`src/sv/sfr_pkg.sv`:
```
package sfr_pkg;

  localparam int PAYLOAD_DEPTH = 16;
  localparam int PAY_AW = $clog2(PAYLOAD_DEPTH);
  localparam int MEM_DEPTH = 2 * PAYLOAD_DEPTH;

  localparam logic [7:0] HDR_BYTE = 8'hAA;
  localparam logic [7:0] PAD_BYTE = 8'h55;
  localparam logic [7:0] END_BYTE = 8'h55;
  localparam logic [7:0] LEN_MASK = 8'h0F;
  localparam logic [15:0] SUM_INIT = 16'h00FF;
  localparam logic [1:0] HDR_RUN_FULL = 2'd2;

  typedef enum logic [2:0] {
    PH_SEARCH = 3'd0,
    PH_ID = 3'd1,
    PH_CTRL = 3'd2,
    PH_PAY = 3'd3,
    PH_CKH = 3'd4,
    PH_CKL = 3'd5,
    PH_END = 3'd6
  } phase_t;

  typedef enum logic [1:0] {
    BK_IDLE = 2'd0,
    BK_FETCH = 2'd1,
    BK_SHOW = 2'd2
  } back_state_t;

  typedef struct packed {
    logic [7:0] ident;
    logic [7:0] ctrl;
  } desc_t;

  typedef struct packed {
    logic en;
    logic bank;
    logic [PAY_AW-1:0] addr;
    logic [7:0] data;
  } mem_wr_t;

endpackage

```
`src/sv/sfr_front.sv`:
```
module sfr_front (
  input  logic            clk,
  input  logic            rst_n,
  input  logic            in_valid,
  input  logic [7:0]      in_byte,
  input  logic            in_stall,
  output sfr_pkg::mem_wr_t mem_wr,
  output logic            push,
  output sfr_pkg::desc_t  push_desc
);
  import sfr_pkg::*;

  logic [1:0] header_run_r, header_run_nxt;
  phase_t phase_r, phase_nxt;
  logic [7:0] ident_r, ident_nxt;
  logic [7:0] ctrl_r, ctrl_nxt;
  logic [3:0] bytes_left_r, bytes_left_nxt;
  logic [PAY_AW-1:0] pay_cnt_r, pay_cnt_nxt;
  logic [15:0] sum_low_r, sum_low_nxt;
  logic [15:0] sum_high_r, sum_high_nxt;
  logic [7:0] check_hi_r, check_hi_nxt;
  logic wr_bank_r, wr_bank_nxt;

  logic accept;
  logic in_frame_byte;
  logic [15:0] base_low, base_high, add_low, add_high;
  logic [8:0] fold_lo, fold_hi;
  logic [15:0] fold_sum;

  assign accept = in_valid && !in_stall;
  // byte after two header bytes is handled by the header logic alone
  assign in_frame_byte = accept && (header_run_r != HDR_RUN_FULL);

  // running fletcher sums, restarted on the id byte
  assign base_low = (phase_r == PH_ID) ? SUM_INIT : sum_low_r;
  assign base_high = (phase_r == PH_ID) ? SUM_INIT : sum_high_r;
  assign add_low = base_low + {8'h00, in_byte};
  assign add_high = base_high + add_low;

  assign fold_lo = {1'b0, sum_low_r[7:0]} + {1'b0, sum_low_r[15:8]};
  assign fold_hi = {1'b0, sum_high_r[7:0]} + {1'b0, sum_high_r[15:8]};
  // carry of the low fold lands on bit 8, overlapping the high fold
  assign fold_sum = {fold_hi[7:0], 8'h00} | {7'h00, fold_lo};

  always_comb begin
    header_run_nxt = header_run_r;
    phase_nxt = phase_r;
    ident_nxt = ident_r;
    ctrl_nxt = ctrl_r;
    bytes_left_nxt = bytes_left_r;
    pay_cnt_nxt = pay_cnt_r;
    sum_low_nxt = sum_low_r;
    sum_high_nxt = sum_high_r;
    check_hi_nxt = check_hi_r;
    wr_bank_nxt = wr_bank_r;
    if (accept) begin
      if (header_run_r == HDR_RUN_FULL) begin
        header_run_nxt = 2'd0;
        if (in_byte == HDR_BYTE) begin
          phase_nxt = PH_ID;
        end else if (in_byte != PAD_BYTE) begin
          phase_nxt = PH_SEARCH;
        end
      end else begin
        header_run_nxt = (in_byte == HDR_BYTE) ? header_run_r + 2'd1 : 2'd0;
        case (phase_r)
          PH_ID: begin
            ident_nxt = in_byte;
            pay_cnt_nxt = '0;
            sum_low_nxt = add_low;
            sum_high_nxt = add_high;
            phase_nxt = PH_CTRL;
          end
          PH_CTRL: begin
            ctrl_nxt = in_byte;
            bytes_left_nxt = in_byte[3:0];
            sum_low_nxt = add_low;
            sum_high_nxt = add_high;
            phase_nxt = (in_byte[3:0] != 4'd0) ? PH_PAY : PH_CKH;
          end
          PH_PAY: begin
            pay_cnt_nxt = pay_cnt_r + PAY_AW'(1);
            sum_low_nxt = add_low;
            sum_high_nxt = add_high;
            bytes_left_nxt = bytes_left_r - 4'd1;
            if (bytes_left_r == 4'd1) begin
              phase_nxt = PH_CKH;
            end
          end
          PH_CKH: begin
            check_hi_nxt = in_byte;
            phase_nxt = PH_CKL;
          end
          PH_CKL: begin
            phase_nxt = ({check_hi_r, in_byte} == fold_sum) ? PH_END : PH_SEARCH;
          end
          PH_END: begin
            if (in_byte == END_BYTE) begin
              wr_bank_nxt = !wr_bank_r;
            end
            phase_nxt = PH_SEARCH;
          end
          default: begin
            phase_nxt = PH_SEARCH;
          end
        endcase
      end
    end
  end

  always_comb begin
    push = in_frame_byte && (phase_r == PH_END) && (in_byte == END_BYTE);
    push_desc.ident = ident_r;
    push_desc.ctrl = ctrl_r;
    mem_wr.en = in_frame_byte && (phase_r == PH_PAY);
    mem_wr.bank = wr_bank_r;
    mem_wr.addr = pay_cnt_r;
    mem_wr.data = in_byte;
  end

  always_ff @(posedge clk) begin
    if (!rst_n) begin
      header_run_r <= 2'd0;
      phase_r <= PH_SEARCH;
      wr_bank_r <= 1'b0;
    end else begin
      header_run_r <= header_run_nxt;
      phase_r <= phase_nxt;
      wr_bank_r <= wr_bank_nxt;
    end
  end

  always_ff @(posedge clk) begin
    ident_r <= ident_nxt;
    ctrl_r <= ctrl_nxt;
    bytes_left_r <= bytes_left_nxt;
    pay_cnt_r <= pay_cnt_nxt;
    sum_low_r <= sum_low_nxt;
    sum_high_r <= sum_high_nxt;
    check_hi_r <= check_hi_nxt;
  end

  header_run_bound: assert property (@(posedge clk) disable iff (!rst_n)
    header_run_r != 2'd3)
    else $error("header run counter out of range");

  push_toggles_bank: assert property (@(posedge clk) disable iff (!rst_n)
    push |=> wr_bank_r != $past(wr_bank_r))
    else $error("write bank did not flip on frame commit");

endmodule

```
`src/sv/sfr_queue.sv`:
```
module sfr_queue (
  input  logic           clk,
  input  logic           rst_n,
  input  logic           push,
  input  sfr_pkg::desc_t push_desc,
  input  logic           pop,
  output logic           q_valid,
  output logic           q_full,
  output sfr_pkg::desc_t head
);
  import sfr_pkg::*;

  desc_t slot_r [2];
  logic wr_ptr_r, wr_ptr_nxt;
  logic rd_ptr_r, rd_ptr_nxt;
  logic [1:0] count_r, count_nxt;

  assign q_valid = (count_r != 2'd0);
  assign q_full = (count_r == 2'd2);
  assign head = slot_r[rd_ptr_r];

  always_comb begin
    wr_ptr_nxt = push ? !wr_ptr_r : wr_ptr_r;
    rd_ptr_nxt = pop ? !rd_ptr_r : rd_ptr_r;
    count_nxt = count_r;
    if (push && !pop) begin
      count_nxt = count_r + 2'd1;
    end else if (pop && !push) begin
      count_nxt = count_r - 2'd1;
    end
  end

  always_ff @(posedge clk) begin
    if (!rst_n) begin
      wr_ptr_r <= 1'b0;
      rd_ptr_r <= 1'b0;
      count_r <= 2'd0;
    end else begin
      wr_ptr_r <= wr_ptr_nxt;
      rd_ptr_r <= rd_ptr_nxt;
      count_r <= count_nxt;
    end
  end

  always_ff @(posedge clk) begin
    if (push) begin
      slot_r[wr_ptr_r] <= push_desc;
    end
  end

  no_push_when_full: assert property (@(posedge clk) disable iff (!rst_n)
    q_full |-> !push)
    else $error("frame committed into a full queue");

endmodule

```
`src/sv/sfr_back.sv`:
```
module sfr_back (
  input  logic             clk,
  input  logic             rst_n,
  input  sfr_pkg::mem_wr_t mem_wr,
  input  logic             q_valid,
  input  sfr_pkg::desc_t   head,
  output logic             pop,
  output logic             out_valid,
  input  logic             out_stall,
  output logic [7:0]       out_frame_id,
  output logic [7:0]       out_control_value,
  output logic [7:0]       out_payload_value,
  output logic             out_has_payload,
  output logic             out_last_of_frame
);
  import sfr_pkg::*;

  logic [7:0] pay_mem [MEM_DEPTH];

  back_state_t state_r, state_nxt;
  logic [PAY_AW-1:0] idx_r, idx_nxt;
  logic rd_bank_r, rd_bank_nxt;
  logic [7:0] rdata_r;

  logic [3:0] len;
  logic last;

  assign len = head.ctrl[3:0];
  assign last = (len == 4'd0) || (idx_r == len - 4'd1);

  // payload buffer: one bank per frame, front fills one while we drain the other
  always_ff @(posedge clk) begin
    if (mem_wr.en) begin
      pay_mem[{mem_wr.bank, mem_wr.addr}] <= mem_wr.data;
    end
    if (state_r == BK_FETCH) begin
      rdata_r <= pay_mem[{rd_bank_r, idx_r}];
    end
  end

  always_comb begin
    state_nxt = state_r;
    idx_nxt = idx_r;
    rd_bank_nxt = rd_bank_r;
    case (state_r)
      BK_IDLE: begin
        if (q_valid) begin
          state_nxt = BK_FETCH;
          idx_nxt = '0;
        end
      end
      BK_FETCH: begin
        state_nxt = BK_SHOW;
      end
      BK_SHOW: begin
        if (!out_stall) begin
          if (last) begin
            state_nxt = BK_IDLE;
            rd_bank_nxt = !rd_bank_r;
          end else begin
            state_nxt = BK_FETCH;
            idx_nxt = idx_r + PAY_AW'(1);
          end
        end
      end
      default: begin
        state_nxt = BK_IDLE;
      end
    endcase
  end

  always_comb begin
    out_valid = (state_r == BK_SHOW);
    pop = (state_r == BK_SHOW) && !out_stall && last;
    out_frame_id = head.ident;
    out_control_value = head.ctrl;
    out_has_payload = (len != 4'd0);
    out_payload_value = (len != 4'd0) ? rdata_r : 8'h00;
    out_last_of_frame = last;
  end

  always_ff @(posedge clk) begin
    if (!rst_n) begin
      state_r <= BK_IDLE;
      rd_bank_r <= 1'b0;
    end else begin
      state_r <= state_nxt;
      rd_bank_r <= rd_bank_nxt;
    end
  end

  always_ff @(posedge clk) begin
    idx_r <= idx_nxt;
  end

  show_needs_frame: assert property (@(posedge clk) disable iff (!rst_n)
    (state_r == BK_SHOW) |-> q_valid)
    else $error("result shown with no frame queued");

  stalled_result_holds: assert property (@(posedge clk) disable iff (!rst_n)
    (state_r == BK_SHOW) && out_stall |=> (state_r == BK_SHOW) && $stable(idx_r))
    else $error("result index moved while output stalled");

  no_write_into_read_bank: assert property (@(posedge clk) disable iff (!rst_n)
    mem_wr.en && (state_r != BK_IDLE) |-> (mem_wr.bank != rd_bank_r))
    else $error("payload written into the bank being delivered");

endmodule

```
`src/sv/stuffed_frame_receiver_fletcher16_unit.sv`:
```
// byte-stuffed frame receiver with fletcher-16 check
//
// input channel: one link byte per item on in_byte (in_valid / in_stall).
// three 0xaa bytes start a frame; inside a frame 0xaa 0xaa 0x55 drops the
// stuff byte. body is id, control (low nibble = payload length), payload,
// big-endian fletcher-16 over id/control/payload, then a 0x55 end byte.
// result channel: one item per payload byte (one item for an empty frame),
// carrying id, control, the byte, has_payload and last_of_frame.
// bad frames give no items at all.
// input side takes one byte per cycle while in_stall is low. the byte parser
// hands finished frames to a two-entry queue; payload bytes sit in a two-bank
// buffer, so in_stall rises only while the queue holds two good frames not yet
// fully delivered. once the end byte is taken the frame is queued, and each
// result is read from the payload buffer and then shown on the output.
// out_stall holds the current result unchanged; the parser keeps running
// until the queue fills.
// synchronous reset (rst_n low) returns to searching for a header and
// empties the queue; stored payload is not cleared.
module stuffed_frame_receiver_fletcher16_unit (
  input  logic       clk,
  input  logic       rst_n,
  input  logic       in_valid,
  output logic       in_stall,
  input  logic [7:0] in_byte,
  output logic       out_valid,
  input  logic       out_stall,
  output logic [7:0] out_frame_id,
  output logic [7:0] out_control_value,
  output logic [7:0] out_payload_value,
  output logic       out_has_payload,
  output logic       out_last_of_frame
);
  import sfr_pkg::*;

  mem_wr_t mem_wr;
  desc_t push_desc;
  desc_t head;
  logic push;
  logic pop;
  logic q_valid;
  logic q_full;

  assign in_stall = q_full;

  sfr_front u_front (
    .clk       (clk),
    .rst_n     (rst_n),
    .in_valid  (in_valid),
    .in_byte   (in_byte),
    .in_stall  (in_stall),
    .mem_wr    (mem_wr),
    .push      (push),
    .push_desc (push_desc)
  );

  sfr_queue u_queue (
    .clk       (clk),
    .rst_n     (rst_n),
    .push      (push),
    .push_desc (push_desc),
    .pop       (pop),
    .q_valid   (q_valid),
    .q_full    (q_full),
    .head      (head)
  );

  sfr_back u_back (
    .clk               (clk),
    .rst_n             (rst_n),
    .mem_wr            (mem_wr),
    .q_valid           (q_valid),
    .head              (head),
    .pop               (pop),
    .out_valid         (out_valid),
    .out_stall         (out_stall),
    .out_frame_id      (out_frame_id),
    .out_control_value (out_control_value),
    .out_payload_value (out_payload_value),
    .out_has_payload   (out_has_payload),
    .out_last_of_frame (out_last_of_frame)
  );

endmodule

```
`config.mk`:
```
export PLATFORM = sky130hd
export DESIGN_NAME = stuffed_frame_receiver_fletcher16_unit
export DESIGN_NICKNAME = d
export VERILOG_FILES = /design/src/sv/sfr_pkg.sv /design/src/sv/sfr_front.sv /design/src/sv/sfr_queue.sv /design/src/sv/sfr_back.sv /design/src/sv/stuffed_frame_receiver_fletcher16_unit.sv
export SDC_FILE = /design/constraint.sdc
export NUM_CORES = 1
export LEC_CHECK = 0
export ABC_AREA = 1
export BUFFER_PORTS_ARGS = -buffer_cell sky130_fd_sc_hd__buf_2
export CELL_PAD_IN_SITES_DETAIL_PLACEMENT = 2
export CELL_PAD_IN_SITES_GLOBAL_PLACEMENT = 2
export CORE_MARGIN = 5
export CORE_UTILIZATION = 38
export DETAILED_ROUTE_END_ITERATION = 16
export PLACE_DENSITY_LB_ADDON = 0.25
export SLEW_MARGIN = 10
export SYNTH_ARGS = -nofsm -noshare
export SYNTH_HDL_FRONTEND = slang
export SYNTH_HIERARCHICAL = 1
export SYNTH_SLANG_ARGS = --single-unit
```
`constraint.sdc`:
```
create_clock -name clk -period 3.9 [get_ports clk]
set_input_delay 0 -clock clk [delete_from_list [all_inputs] [get_ports clk]]
set_output_delay 0 -clock clk [all_outputs]
set_load 0.02 [all_outputs]
```
==> impl_metrics.tcl <==
set metrics [dict create \
    status "completed" \
    slew-limit-headroom_pct 32.2 \
    start_kind "flip-flop" \
    postLayoutCellArea_um2 20500 \
    numPortBuffers 39 \
    path_cells "inv_2, nor2_4, nand2_4, inv_1, buf_6, or2_2, ha_1, inv_1, nor3_1, nand2_1, nand2_2, a21oi_4, nor4b_2, xnor2_1, ha_1, buf_4, nand2_1, nor2_2, nand4_1, o2111ai_1, xor2_1" \
    crit_start "u_front/phase_r[0]" \
    via_count 12795 \
    worstSetupPathType "reg -> reg" \
    worstPathMaxFanout 12 \
    drt_iter0_drc 615 \
    fmax_mhz 267 \
    fin_nets 1846 \
    drv_slew 0 \
    regArea_um2 11200 \
    numCtsBuffers 44 \
    synth_async_sr_flop_share_pct 0 \
    vias_per_cell 5.28 \
    maxCapViolations 0 \
    slowest_delay_ns 0.35 \
    grt_use_total_pct 21.9 \
    rows 79 \
    wl_um 56900 \
    worstSkewPairLatency_ns 0.56 \
    tightestPinTransition_ns 1.01 \
    finalNonFillerCells 2424 \
    drive_above_1_share_pct 13.8 \
    r2r_cells 21 \
    die_x_um 227 \
    synth.ff_latch_count 378 \
    synth_ff_type "edfxtp_1" \
    grt_max_degree 133 \
    fin_crit_sh_pct 96.1 \
    setup_violations 0 \
    ant_nets 0 \
    yosys-top-cells-area "edfxtp_1 (61%), nand2_1 (10%), nand3_1 (6.9%), ha_1 (3.3%), inv_1 (3.1%)" \
    required_ns 4.20 \
    fin_ws_ns 0.152 \
    hold_viol_final 0 \
    critPathCapture "u_front/sum_high_r[14]" \
    drcViolationCount 0 \
    p_leak_nw 8.10 \
    fill_cells 4868 \
    clk_pin_slew_worst_paths_ns 0.06 \
    dieArea_um2 51700 \
    area_growth_pct 13.8 \
    worst_setup_path_end_kind "flip-flop" \
    multi_input_area_um2 5720 \
    r2r_start "u_front/phase_r[0]" \
    cp_slowest_cell "ha_1" \
    p_per_area_nw_per_um2 451 \
    ir_drop_v 0.000300 \
    r2r_setup_slack_ns 0.15 \
    yosys_warnings 6 \
    cts_tree "built" \
    seq_area_frac_synth_pct 62.4 \
    grt_pass1_wl_um 85800 \
    cp.arrival_ns 4.05 \
    post-route-util_pct 43.8 \
    synth-edff-count 364 \
    dr.pass1.iters 5 \
    yosys.area.top_type "edfxtp_1" \
    synth_common_cells "nand2_1 (501), edfxtp_1 (364), nand3_1 (247), inv_1 (147), nor2_1 (102)" \
    grt_pass1_vias 14540 \
    syn_area_per_cell_um2 10.5 \
    fin_skew_ns 0.00714 \
    dp_hpwl_um 37000 \
    syn_nets 1773 \
    die_h_um 227 \
    synth_cell_types 47 \
    wire_per_inst_um 23.5 \
    hold_path_class "in -> reg" \
    place_inst 2332 \
    synth.most_common_cell "nand2_1" \
    period_needed_ns 3.75 \
    clockBufferDepth 3 \
    cts.sinks 378 \
    netlist_area_um2 18000 \
    place.gp.congestion 0.780 \
    postPlaceCellArea_um2 18800 \
    rr_endpoint "u_front/sum_high_r[14]" \
    start_util_pct 38.5 \
    io-pin-count 40 \
    coreArea_um2 46700 \
    antenna_found_initial 0 \
    post-synth-top-area-fraction_pct 60.8 \
    synth_cells 1709 \
    place_ws_ns -0.171 \
    cts_htree_levels 2 \
    root_buffer "clkbuf_16" \
    grt.overflow.total 0 \
]
## flip-flops by register name, indices dropped and copies added (netlist names), named ones only
name                  flops
u_back/pay_mem          256
u_front/sum_high_r       16
u_queue/wr_ptr_r          1
u_queue/rd_ptr_r          1
u_front/header_run_r      2
u_back/idx_r              4
u_front/ident_r           8
u_back/state_r            2
u_queue/count_r           2
u_queue/slot_r           32
u_front/ctrl_r            8
u_back/rd_bank_r          1
u_front/pay_cnt_r         4
u_front/wr_bank_r         1
u_back/rdata_r            8
u_front/phase_r           3
u_front/check_hi_r        8
u_front/sum_low_r        16
u_front/bytes_left_r      4
## placed cells by master (no fill, tap or decap), types with 6 or more instances in the layout
cell / Yosys / routed
dfxtp_1: 14 / 11
xor2_1: 26 / 26
or2_2: 13 / 12
xnor2_1: 13 / 13
buf_4: 28 / 64
clkbuf_16: 0 / 45
clkinv_2: 0 / 10
edfxtp_1: 364 / 364
mux2_4: 10 / 10
o21ai_0: 15 / 14
o21ai_1: 9 / 8
a21oi_1: 50 / 44
clkbuf_1: 7 / 7
inv_1: 147 / 147
nand2_2: 6 / 8
buf_2: 28 / 39
nand2_1: 501 / 499
nand3_1: 247 / 246
nor2_1: 102 / 101
nand4_1: 10 / 10
mux2_2: 6 / 6
ha_1: 48 / 43
## cells by family after synthesis
group	count (synthesis)	synth area share (%)
and+or+nand+nor	901	21.4
DFF	378	62.4
buffers and inverters	236	6.63
AOI/OAI and AO/OA	87	2.69
adders and majority gates	52	3.79
xor gates and xnor gates	39	1.90
muxes	16	1.21
## critical path: cells and delay by family, from the launching register on
kind                     cells  cell delay (ns)
flip-flops                   1             0.33
buffers and inverters        5             0.52
adder cells (fa/ha/maj)      2             0.65
AND/OR/NAND/NOR             10             1.35
XOR/XNOR                     2             0.38
AO/OA/AOI/OAI                2             0.24
## timing repair
item,4_1_cts,5_1_grt
hold buffers,5,0
hold endpoints to repair,16,0
pin swaps,0,12
buffers inserted,0,6
endpoints found under the setup margin,4,5
gates resized for setup,6,23
## per-layer routing
| layer | routed length, um | vias up | part of all wire (%) | global-route usage (%) |
|---|---|---|---|---|
| li1 | - | 5914 | - | - |
| met4 | 2210 | 0 | 3.9 | 8.83 |
| met1 | 22400 | 6561 | 39 | 25.1 |
| met5 | 0 | - | 0 | 0 |
| met2 | 30700 | 218 | 54 | 41.2 |
| met3 | 1580 | 102 | 2.8 | 2.71 |
## metrics by stage
step	TNS (ns)	hold WS, ns	power (W)
6_report	0	0.0833	0.00922
5_1_grt	-0.127	0.0714	0.00958
4_1_cts	0	0.0434	0.00930
3_5_place_dp	-0.320	0.367	0.00524
3_3_place_gp	0	0.329	0.00521
2_1_floorplan	0	0.0989	0.00502
## power by group
part | switching [W] | internal (W) | leakage (nW)
Combinational | 0.000464 | 0.000244 | 4.03
Sequential | 0.0000182 | 0.00449 | 3.39
Clock | 0.00168 | 0.00232 | 0.676
Total | 0.00216 | 0.00706 | 8.10
## how the worst min path moves through the flow
stage	start	end	slack, ns	cells after the start
after floorplan	in_byte[0]	u_front/check_hi_r[0]	0.1	0
after global placement	out_stall	u_back/state_r[1]	0.33	3
after detailed placement	out_stall	u_back/state_r[1]	0.37	3
after CTS	in_byte[5]	u_front/sum_low_r[5]	0.04	3
after global routing	in_byte[7]	u_front/sum_low_r[7]	0.07	3
final	in_byte[2]	u_front/sum_low_r[2]	0.08	3
## area by class of cell
cell class | instances | share of cell area (%)
timing repair buffer | 112 | 3.90
clock inverter | 24 | 0.899
antenna | 1 | 0.0122
clock buffer | 56 | 5.90
multi-input combinational | 1095 | 28.0
inverter | 151 | 2.78
sequential | 378 | 54.8
tap | 607 | 3.71
Power figures use the tool's default switching activity.
